<file path="src/rtl/pdl_pkg.sv">
// ============================================================================
// pdl_pkg: shared definitions for the prime divisor lister
// Value width, result limit, sequencer states and the divider request and
// response bundles.
// ============================================================================
package pdl_pkg;

    localparam int VALUE_BITS  = 31;
    localparam int MAX_RESULTS = 9;
    localparam int FIRST_PRIME = 2;

    // Result counter must hold MAX_RESULTS itself.
    localparam int CNT_W = $clog2(MAX_RESULTS + 1);

    // The divider retires one quotient bit per cycle.
    localparam int DIV_STEPS = VALUE_BITS;
    localparam int DIV_CNT_W = $clog2(DIV_STEPS + 1);

    typedef logic [VALUE_BITS-1:0] value_t;
    typedef logic [CNT_W-1:0]      count_t;

    typedef enum logic [3:0] {
        ST_IDLE,
        ST_NLAUNCH,
        ST_NWAIT,
        ST_PCHK,
        ST_PLAUNCH,
        ST_PWAIT,
        ST_PUSH,
        ST_AFTER,
        ST_NEXT,
        ST_FIN
    } state_t;

    typedef struct packed {
        logic   start;
        value_t dividend;
        value_t divisor;
    } div_req_t;

    typedef struct packed {
        logic   done;
        value_t quotient;
        value_t remainder;
    } div_rsp_t;

endpackage

</file>
<file path="src/rtl/pdl_if.sv">
// ============================================================================
// pdl_if: handshake channels of the prime divisor lister
// Input channel carries one number per transaction; output channel carries
// one prime divisor with its flags per transaction.
// ============================================================================
interface pdl_in_if import pdl_pkg::*; ();

    logic   valid;
    logic   ready;
    value_t number_in;

    modport source (output valid, output number_in, input ready);
    modport sink   (input valid, input number_in, output ready);

endinterface

interface pdl_out_if import pdl_pkg::*; ();

    logic   valid;
    logic   ready;
    value_t prime_divisor;
    logic   none_found;
    logic   is_last;

    modport source (output valid, output prime_divisor, output none_found,
                    output is_last, input ready);
    modport sink   (input valid, input prime_divisor, input none_found,
                    input is_last, output ready);

endinterface

</file>
<file path="src/rtl/pdl_div.sv">
// ============================================================================
// pdl_div: shared restoring divider
// Produces quotient and remainder of two unsigned values, one bit per cycle.
// ============================================================================
module pdl_div import pdl_pkg::*;
(
    input  logic     clk,
    input  logic     rst_n,
    input  div_req_t req,
    output div_rsp_t rsp
);

    logic                  busy_reg, busy_next;
    logic                  done_reg, done_next;
    logic [DIV_CNT_W-1:0]  cnt_reg, cnt_next;
    value_t                rem_reg, rem_next;
    value_t                quo_reg, quo_next;
    value_t                dsr_reg, dsr_next;

    logic [VALUE_BITS:0]   shifted;
    logic [VALUE_BITS:0]   diff;

    always_comb
    begin
        shifted   = {rem_reg, quo_reg[VALUE_BITS-1]};
        diff      = shifted - {1'b0, dsr_reg};
        busy_next = busy_reg;
        done_next = 1'b0;
        cnt_next  = cnt_reg;
        rem_next  = rem_reg;
        quo_next  = quo_reg;
        dsr_next  = dsr_reg;
        if (req.start)
        begin
            busy_next = 1'b1;
            cnt_next  = DIV_CNT_W'(DIV_STEPS);
            rem_next  = '0;
            quo_next  = req.dividend;
            dsr_next  = req.divisor;
        end
        else if (busy_reg)
        begin
            // Keep the trial difference only when it did not borrow.
            rem_next = diff[VALUE_BITS] ? shifted[VALUE_BITS-1:0] : diff[VALUE_BITS-1:0];
            quo_next = {quo_reg[VALUE_BITS-2:0], ~diff[VALUE_BITS]};
            cnt_next = cnt_reg - 1'b1;
            if (cnt_reg == DIV_CNT_W'(1))
            begin
                busy_next = 1'b0;
                done_next = 1'b1;
            end
        end
    end

    always_ff @(posedge clk or negedge rst_n)
    begin
        if (!rst_n)
        begin
            busy_reg <= 1'b0;
            done_reg <= 1'b0;
            cnt_reg  <= '0;
        end
        else
        begin
            busy_reg <= busy_next;
            done_reg <= done_next;
            cnt_reg  <= cnt_next;
        end
    end

    always_ff @(posedge clk)
    begin
        rem_reg <= rem_next;
        quo_reg <= quo_next;
        dsr_reg <= dsr_next;
    end

    assign rsp.done      = done_reg;
    assign rsp.quotient  = quo_reg;
    assign rsp.remainder = rem_reg;

endmodule

</file>
<file path="src/rtl/pdl_seq.sv">
// ============================================================================
// pdl_seq: trial division sequencer
// Steps the candidate divisor, runs primality checks through the shared
// divider and holds one found divisor back so the last one can be flagged.
// ============================================================================
module pdl_seq import pdl_pkg::*;
(
    input  logic           clk,
    input  logic           rst_n,
    pdl_in_if.sink         number,
    pdl_out_if.source      result,
    output div_req_t       div_req,
    input  div_rsp_t       div_rsp
);

    state_t  state_reg, state_next;

    value_t  n_reg, n_next;
    value_t  i_reg, i_next;
    value_t  q_reg, q_next;
    value_t  m_reg, m_next;
    value_t  d_reg, d_next;
    logic    which_reg, which_next;
    count_t  cnt_reg, cnt_next;
    logic    pend_valid_reg, pend_valid_next;
    value_t  pend_reg, pend_next;

    logic    out_valid_reg, out_valid_next;
    value_t  out_div_reg, out_div_next;
    logic    out_none_reg, out_none_next;
    logic    out_last_reg, out_last_next;

    logic    out_free;
    logic    room_left;

    assign out_free  = !out_valid_reg || result.ready;
    assign room_left = cnt_reg < CNT_W'(MAX_RESULTS);

    // Next state.
    always_comb
    begin
        state_next = state_reg;
        case (state_reg)
            ST_IDLE:
            begin
                if (number.valid)
                begin
                    state_next = ST_NLAUNCH;
                end
            end
            ST_NLAUNCH:
            begin
                state_next = ST_NWAIT;
            end
            ST_NWAIT:
            begin
                if (div_rsp.done)
                begin
                    if (i_reg > div_rsp.quotient)
                    begin
                        state_next = ST_FIN;
                    end
                    else if (div_rsp.remainder != '0)
                    begin
                        state_next = ST_NEXT;
                    end
                    else
                    begin
                        state_next = ST_PCHK;
                    end
                end
            end
            ST_PCHK:
            begin
                state_next = (m_reg < VALUE_BITS'(FIRST_PRIME)) ? ST_AFTER : ST_PLAUNCH;
            end
            ST_PLAUNCH:
            begin
                state_next = ST_PWAIT;
            end
            ST_PWAIT:
            begin
                if (div_rsp.done)
                begin
                    if (d_reg > div_rsp.quotient)
                    begin
                        state_next = ST_PUSH;
                    end
                    else if (div_rsp.remainder == '0)
                    begin
                        state_next = ST_AFTER;
                    end
                    else
                    begin
                        state_next = ST_PLAUNCH;
                    end
                end
            end
            ST_PUSH:
            begin
                if (!pend_valid_reg || out_free)
                begin
                    state_next = ST_AFTER;
                end
            end
            ST_AFTER:
            begin
                if (!which_reg && room_left && q_reg != i_reg)
                begin
                    state_next = ST_PCHK;
                end
                else
                begin
                    state_next = ST_NEXT;
                end
            end
            ST_NEXT:
            begin
                state_next = room_left ? ST_NLAUNCH : ST_FIN;
            end
            ST_FIN:
            begin
                if (out_free)
                begin
                    state_next = ST_IDLE;
                end
            end
            default:
            begin
                state_next = ST_IDLE;
            end
        endcase
    end

    // Datapath and outputs.
    always_comb
    begin
        n_next          = n_reg;
        i_next          = i_reg;
        q_next          = q_reg;
        m_next          = m_reg;
        d_next          = d_reg;
        which_next      = which_reg;
        cnt_next        = cnt_reg;
        pend_valid_next = pend_valid_reg;
        pend_next       = pend_reg;
        out_div_next    = out_div_reg;
        out_none_next   = out_none_reg;
        out_last_next   = out_last_reg;
        out_valid_next  = out_valid_reg && !result.ready;
        number.ready    = 1'b0;
        div_req.start    = 1'b0;
        div_req.dividend = n_reg;
        div_req.divisor  = i_reg;

        case (state_reg)
            ST_IDLE:
            begin
                number.ready = 1'b1;
                if (number.valid)
                begin
                    n_next          = number.number_in;
                    i_next          = VALUE_BITS'(1);
                    cnt_next        = '0;
                    pend_valid_next = 1'b0;
                end
            end
            ST_NLAUNCH:
            begin
                div_req.start = 1'b1;
            end
            ST_NWAIT:
            begin
                if (div_rsp.done)
                begin
                    q_next     = div_rsp.quotient;
                    m_next     = i_reg;
                    which_next = 1'b0;
                end
            end
            ST_PCHK:
            begin
                d_next = VALUE_BITS'(FIRST_PRIME);
            end
            ST_PLAUNCH:
            begin
                div_req.start    = 1'b1;
                div_req.dividend = m_reg;
                div_req.divisor  = d_reg;
            end
            ST_PWAIT:
            begin
                if (div_rsp.done)
                begin
                    d_next = d_reg + 1'b1;
                end
            end
            ST_PUSH:
            begin
                if (!pend_valid_reg || out_free)
                begin
                    // The held divisor is not the last one: release it.
                    if (pend_valid_reg)
                    begin
                        out_valid_next = 1'b1;
                        out_div_next   = pend_reg;
                        out_none_next  = 1'b0;
                        out_last_next  = 1'b0;
                    end
                    pend_valid_next = 1'b1;
                    pend_next       = m_reg;
                    cnt_next        = cnt_reg + 1'b1;
                end
            end
            ST_AFTER:
            begin
                if (!which_reg && room_left && q_reg != i_reg)
                begin
                    which_next = 1'b1;
                    m_next     = q_reg;
                end
            end
            ST_NEXT:
            begin
                i_next = i_reg + 1'b1;
            end
            ST_FIN:
            begin
                if (out_free)
                begin
                    out_valid_next  = 1'b1;
                    out_last_next   = 1'b1;
                    out_none_next   = !pend_valid_reg;
                    out_div_next    = pend_valid_reg ? pend_reg : '0;
                    pend_valid_next = 1'b0;
                end
            end
            default:
            begin
            end
        endcase
    end

    always_ff @(posedge clk or negedge rst_n)
    begin
        if (!rst_n)
        begin
            state_reg      <= ST_IDLE;
            pend_valid_reg <= 1'b0;
            out_valid_reg  <= 1'b0;
            cnt_reg        <= '0;
            which_reg      <= 1'b0;
        end
        else
        begin
            state_reg      <= state_next;
            pend_valid_reg <= pend_valid_next;
            out_valid_reg  <= out_valid_next;
            cnt_reg        <= cnt_next;
            which_reg      <= which_next;
        end
    end

    always_ff @(posedge clk)
    begin
        n_reg        <= n_next;
        i_reg        <= i_next;
        q_reg        <= q_next;
        m_reg        <= m_next;
        d_reg        <= d_next;
        pend_reg     <= pend_next;
        out_div_reg  <= out_div_next;
        out_none_reg <= out_none_next;
        out_last_reg <= out_last_next;
    end

    assign result.valid         = out_valid_reg;
    assign result.prime_divisor = out_div_reg;
    assign result.none_found    = out_none_reg;
    assign result.is_last       = out_last_reg;

endmodule

</file>
<file path="src/rtl/prime_divisor_lister_top.sv">
// ============================================================================
// prime_divisor_lister_top: prime divisors of one number by trial division
// Lists the prime divisors of each input number through one shared divider.
// ============================================================================
// Work: every division goes through the shared divider. A number n costs
// about sqrt(n) divisions for the candidate sweep plus up to sqrt(d)
// divisions for each divisor d found; a 31-bit prime needs about
// 2 x 46341 divisions.
// Throughput: one number at a time; the input is ready only while idle.
// Reset: rst_n clears the sequencer, the held divisor and the output register.
// ============================================================================
module prime_divisor_lister_top import pdl_pkg::*;
(
    input  logic       clk,
    input  logic       rst_n,
    pdl_in_if.sink     number,
    pdl_out_if.source  result
);

    // The sequencer owns the candidate sweep and the primality checks. Every
    // quotient and remainder it needs, including the bound test i <= n / i,
    // comes from the one divider below.
    div_req_t div_req;
    div_rsp_t div_rsp;

    pdl_seq u_seq
    (
        .clk     (clk),
        .rst_n   (rst_n),
        .number  (number),
        .result  (result),
        .div_req (div_req),
        .div_rsp (div_rsp)
    );

    // The shared divider retires one quotient bit per cycle and pulses done
    // for one cycle; its results stay stable until the next start.
    pdl_div u_div
    (
        .clk   (clk),
        .rst_n (rst_n),
        .req   (div_req),
        .rsp   (div_rsp)
    );

endmodule

</file>
<file path="src/flat_wrapper.sv">
// flat-port wrapper written by rule: the top's interface ports become plain ports
module prime_divisor_lister_top_flat import pdl_pkg::*;
  (clk, rst_n, number_valid, number_number_in, number_ready, result_valid, result_prime_divisor, result_none_found, result_is_last, result_ready);
  pdl_in_if number_i ();
  pdl_out_if result_i ();
  input  logic clk;
  input  logic rst_n;
  input wire logic [$bits(number_i.valid)-1:0] number_valid;
  input wire logic [$bits(number_i.number_in)-1:0] number_number_in;
  output wire logic [$bits(number_i.ready)-1:0] number_ready;
  output wire logic [$bits(result_i.valid)-1:0] result_valid;
  output wire logic [$bits(result_i.prime_divisor)-1:0] result_prime_divisor;
  output wire logic [$bits(result_i.none_found)-1:0] result_none_found;
  output wire logic [$bits(result_i.is_last)-1:0] result_is_last;
  input wire logic [$bits(result_i.ready)-1:0] result_ready;
  assign number_i.valid = number_valid;
  assign number_i.number_in = number_number_in;
  assign number_ready = number_i.ready;
  assign result_valid = result_i.valid;
  assign result_prime_divisor = result_i.prime_divisor;
  assign result_none_found = result_i.none_found;
  assign result_is_last = result_i.is_last;
  assign result_i.ready = result_ready;
  prime_divisor_lister_top u_core (.clk(clk), .rst_n(rst_n), .number(number_i), .result(result_i));
endmodule
</file>
<file path="config.mk">
export PLATFORM = sky130hd
export DESIGN_NAME = prime_divisor_lister_top_flat
export DESIGN_NICKNAME = d
export VERILOG_FILES = /design/src/rtl/pdl_pkg.sv /design/src/rtl/pdl_if.sv /design/src/rtl/pdl_div.sv /design/src/rtl/pdl_seq.sv /design/src/rtl/prime_divisor_lister_top.sv /design/src/flat_wrapper.sv
export SDC_FILE = /design/constraint.sdc
export NUM_CORES = 1
export LEC_CHECK = 0
export BUFFER_PORTS_ARGS = -buffer_cell sky130_fd_sc_hd__buf_2
export CAP_MARGIN = 10
export CORE_MARGIN = 2
export CORE_UTILIZATION = 40
export CTS_BUF_LIST = sky130_fd_sc_hd__clkbuf_4
export DETAILED_ROUTE_END_ITERATION = 8
export HOLD_SLACK_MARGIN = 0.1
export PLACE_DENSITY_LB_ADDON = 0.12
export SYNTH_ARGS = -nofsm -noshare
export SYNTH_HDL_FRONTEND = slang
export SYNTH_HIERARCHICAL = 1
export SYNTH_SLANG_ARGS = --single-unit
export TNS_END_PERCENT = 100
</file>
<file path="constraint.sdc">
create_clock -name clk -period 5.8 [get_ports clk]
set_input_delay 0.29 -clock clk [delete_from_list [all_inputs] [get_ports clk]]
set_output_delay 0.29 -clock clk [all_outputs]
set_load 0.005 [all_outputs]
</file>
==> run_results.csv <==
group,metric,value,unit
placed_design,io_buffers,69,
floorplan,initial_utilization,0.407,
worst_setup_path,rr_endpoint,"u_core/u_div/rem_reg[14]$_SDFFE_PP0P_",
cts,cts_buffer_depth,3,
logic_synthesis,syn_area_per_cell,12.1,sq um
sta,slew_headroom,0.323,
power_and_ir_drop,p_leak,0.00699,uW
worst_setup_path,worstSetupPathType,"flip-flop to flip-flop",
placed_design,pre_cts_slack,2.16,ns
floorplan,die-height,214,microns
min_path,min_delay_path_depth,2,
global_route,grt_pass1_vias,12000,
worst_setup_path,critical_path.reg2reg.startpoint,"u_core/u_div/dsr_reg[16]$_DFFE_PP_",
drt,ant_nets,0,
sta,fmax,277,MHz
logic_synthesis,synthCells,1456,
sta,fin_crit,3.61,ns
sta,period_share,0.623,
logic_synthesis,ys.flop_type,"edfxtp_1",
power_and_ir_drop,ir_worst_vdd,0.166,mV
worst_setup_path,setup.worst_path.end_class,"flip-flop",
worst_setup_path,reg2regPathDepth,12,
global_route,grt_overflow,0,
cts,cts.htree.levels,3,
cts,root_buffer,"clkbuf_4",
worst_setup_path,cp_slowest_cell,"xor2_4",
drt,wl,42700,microns
drt,drtIter0Drc,755,
worst_setup_path,path_depth,12,
worst_setup_path,crit_chain,"inv_1 > ha_1 > a211oi_1 > o21ai_0 > a221oi_1 > nand2_1 > o21ai_2 > o21ai_2 > xor2_4 > buf_4 > mux2i_1 > a211oi_1",
floorplan,die_x,214,microns
floorplan,dieArea,45700,sq um
floorplan,core_area,43300,sq um
status,status,"completed",
logic_synthesis,ys_seq_area_frac,0.540,
final_layout,syn_to_final_growth,14.1,%
placed_design,detailed_place_hpwl,30400,microns
drt,vias,11900,
drt,via_per_inst,5.23,
min_path,hold_end,"u_core/u_seq/n_reg[11]$_DFFE_PP_",
worst_setup_path,max_stage_delay,0.72,ns
global_route,antenna_found_initial,2,
final_layout,drive_gt1_frac,0.236,
cts,clk_latency,0.79,ns
cts,cts_buffers,92,
logic_synthesis,synth_nets,1591,
sta,hold_slack,0.214,ns
final_layout,fillers,4033,
drt,first_pass_iters,5,
cts,cts_sinks,330,
cts,clkTransAtPathRegs,0.07,ns
worst_setup_path,path_buf_inv,2,
logic_synthesis,synth-edff-count,281,
sta,setup_tns,0,ns
final_layout,fin_nets,1750,
global_route,grt_pass1_wl,66800,microns
sta,drv_slew,0,
global_route,grt_max_degree,59,
worst_setup_path,startpoint_type,"flip-flop",
worst_setup_path,path_max_fanout,25,
drt,drc,0,
cts,post_cts_buffers,0,
drt,detail_route.wl_per_cell,18.8,microns
worst_setup_path,critPathTopFamily,"compound AO/OA/AOI/OAI gates",
sta,hold_viol,0,
sta,fin_skew,0.0352,ns
worst_setup_path,r2r_slack,2.19,ns
min_path,min_path_type,"input pin to flip-flop",
logic_synthesis,netlist_area,17600,sq um
global_route,track_usage,0.193,
sta,rsz0062_at_grt,"false",
min_path,worstHoldStart,"number_number_in[11]",
placed_design,place_congestion,0.837,
logic_synthesis,yosys_register_bits,330,
power_and_ir_drop,p_per_area,232,nW/um^2
cts,cts_tree,"yes",
floorplan,core.rowCount,76,
sta,setup_viol,0,
logic_synthesis,yosys_warnings,6,
floorplan,boundaryPins,70,
worst_setup_path,cp_data_arrival_time,4.25,ns
run,max_cap_viol_count,0,
sta,tightest_slew,1.01,ns
logic_synthesis,async_flop_share,0.0545,
logic_synthesis,post_synth_num_cell_types,84,
worst_setup_path,crit_required,6.43,ns
sta,worst_slack,2.19,ns
[synth_stat cells (28+ instances only)]
| library cell | number | area (sq um) |
|---|---|---|
| a211oi_1 | 29 | 218 |
| a21oi_1 | 57 | 285 |
| clkbuf_1 | 31 | 116 |
| dfxtp_1 | 31 | 621 |
| edfxtp_1 | 281 | 8440 |
| ha_1 | 99 | 1240 |
| inv_1 | 80 | 300 |
| mux2_2 | 123 | 1390 |
| nand2_1 | 71 | 267 |
| nand3_1 | 34 | 170 |
| nand4_1 | 28 | 175 |
| nor2_1 | 111 | 417 |
| nor2b_1 | 38 | 238 |
| o21ai_0 | 44 | 220 |
| xnor2_1 | 42 | 368 |
| xor2_1 | 72 | 631 |
[worst max-delay path by stage]
stage / start / slack, ns / to
6_report: u_core/u_div/dsr_reg[16]$_DFFE_PP_ / 2.19 / u_core/u_div/rem_reg[14]$_SDFFE_PP0P_
5_1_grt: u_core/u_div/dsr_reg[16]$_DFFE_PP_ / 1.85 / u_core/u_div/rem_reg[7]$_SDFFE_PP0P_
4_1_cts: u_core/u_div/dsr_reg[16]$_DFFE_PP_ / 2.14 / u_core/u_div/rem_reg[11]$_SDFFE_PP0P_
3_5_place_dp: u_core/u_div/rem_reg[3]$_SDFFE_PP0P_ / 2.16 / u_core/u_div/rem_reg[14]$_SDFFE_PP0P_
3_3_place_gp: u_core/u_div/rem_reg[11]$_SDFFE_PP0P_ / 2.23 / u_core/u_div/rem_reg[11]$_SDFFE_PP0P_
2_1_floorplan: u_core/u_seq/state_reg[0]$_DFFE_PN0P_ / 0.96 / u_core/u_div/quo_reg[0]$_DFFE_PP_
[kinds of logic after synthesis]
| logic type | share of synthesized area |
|---|---|
| XOR/XNOR | 0.0576 |
| buffers and inverters | 0.0323 |
| AND/OR/NAND/NOR | 0.132 |
| flip-flops | 0.540 |
| adder cells (fa/ha/maj) | 0.0715 |
| AO/OA/AOI/OAI | 0.0738 |
| multiplexers | 0.0929 |
[power by group]
| part | total, uW | internal (uW) | switching (uW) |
|---|---|---|---|
| combinational | 32.3 | 23.1 | 9.24 |
| sequential | 2540 | 2540 | 0.0000000000000185 |
| clock | 2100 | 1110 | 990 |
| total | 4670 | 3670 | 1000 |
[placed cells by master, fill, tap and decap left out, drive strengths merged, types with 34 or more instances in the layout]
cell type | Yosys | routed
a21oi | 60 | 60
buf | 24 | 86
clkbuf | 31 | 142
dlygate4sd3 | 0 | 34
edfxtp | 281 | 281
ha | 99 | 99
inv | 80 | 80
mux2 | 123 | 123
nand2 | 74 | 74
nand3 | 35 | 35
nor2 | 112 | 112
nor2b | 38 | 38
o21ai | 47 | 47
xnor2 | 42 | 42
xor2 | 73 | 73
[layer usage]
metal | vias up | share of wire | track usage
met5 | - | 0.00028 | 0
met4 | 2 | 0.022 | 0.0611
met3 | 78 | 0.042 | 0.0428
met2 | 252 | 0.47 | 0.310
met1 | 5778 | 0.47 | 0.259
li1 | 5758 | - | -
[final cells by class]
type / instances / area [sq um] / share of cell area
clock buffer: 142 / 1070 / 0.0530
inverter: 80 / 300 / 0.0149
timing repair buffer: 120 / 813 / 0.0405
clock inverter: 20 / 92.6 / 0.00461
tap: 585 / 732 / 0.0364
sequential: 330 / 9510 / 0.473
antenna: 1 / 2.50 / 0.000125
multi-input combinational: 991 / 7580 / 0.377
[per-stage QoR]
step                cell area [sq um]  instances   util  power (uW)
global route                    20100       2269  0.465        4880
CTS                             20100       2268  0.464        4760
global placement                18600       2072  0.430        2610
finish                          20100       2269  0.465        4670
detailed placement              18600       2072  0.430        2610
floorplan                       17600       1456      -        2590
[timing repair]
item                      CTS  global route
hold endpoints to repair   52             0
resized for setup           0             0
hold buffers               34             0
(Power assumes the default switching activity.)
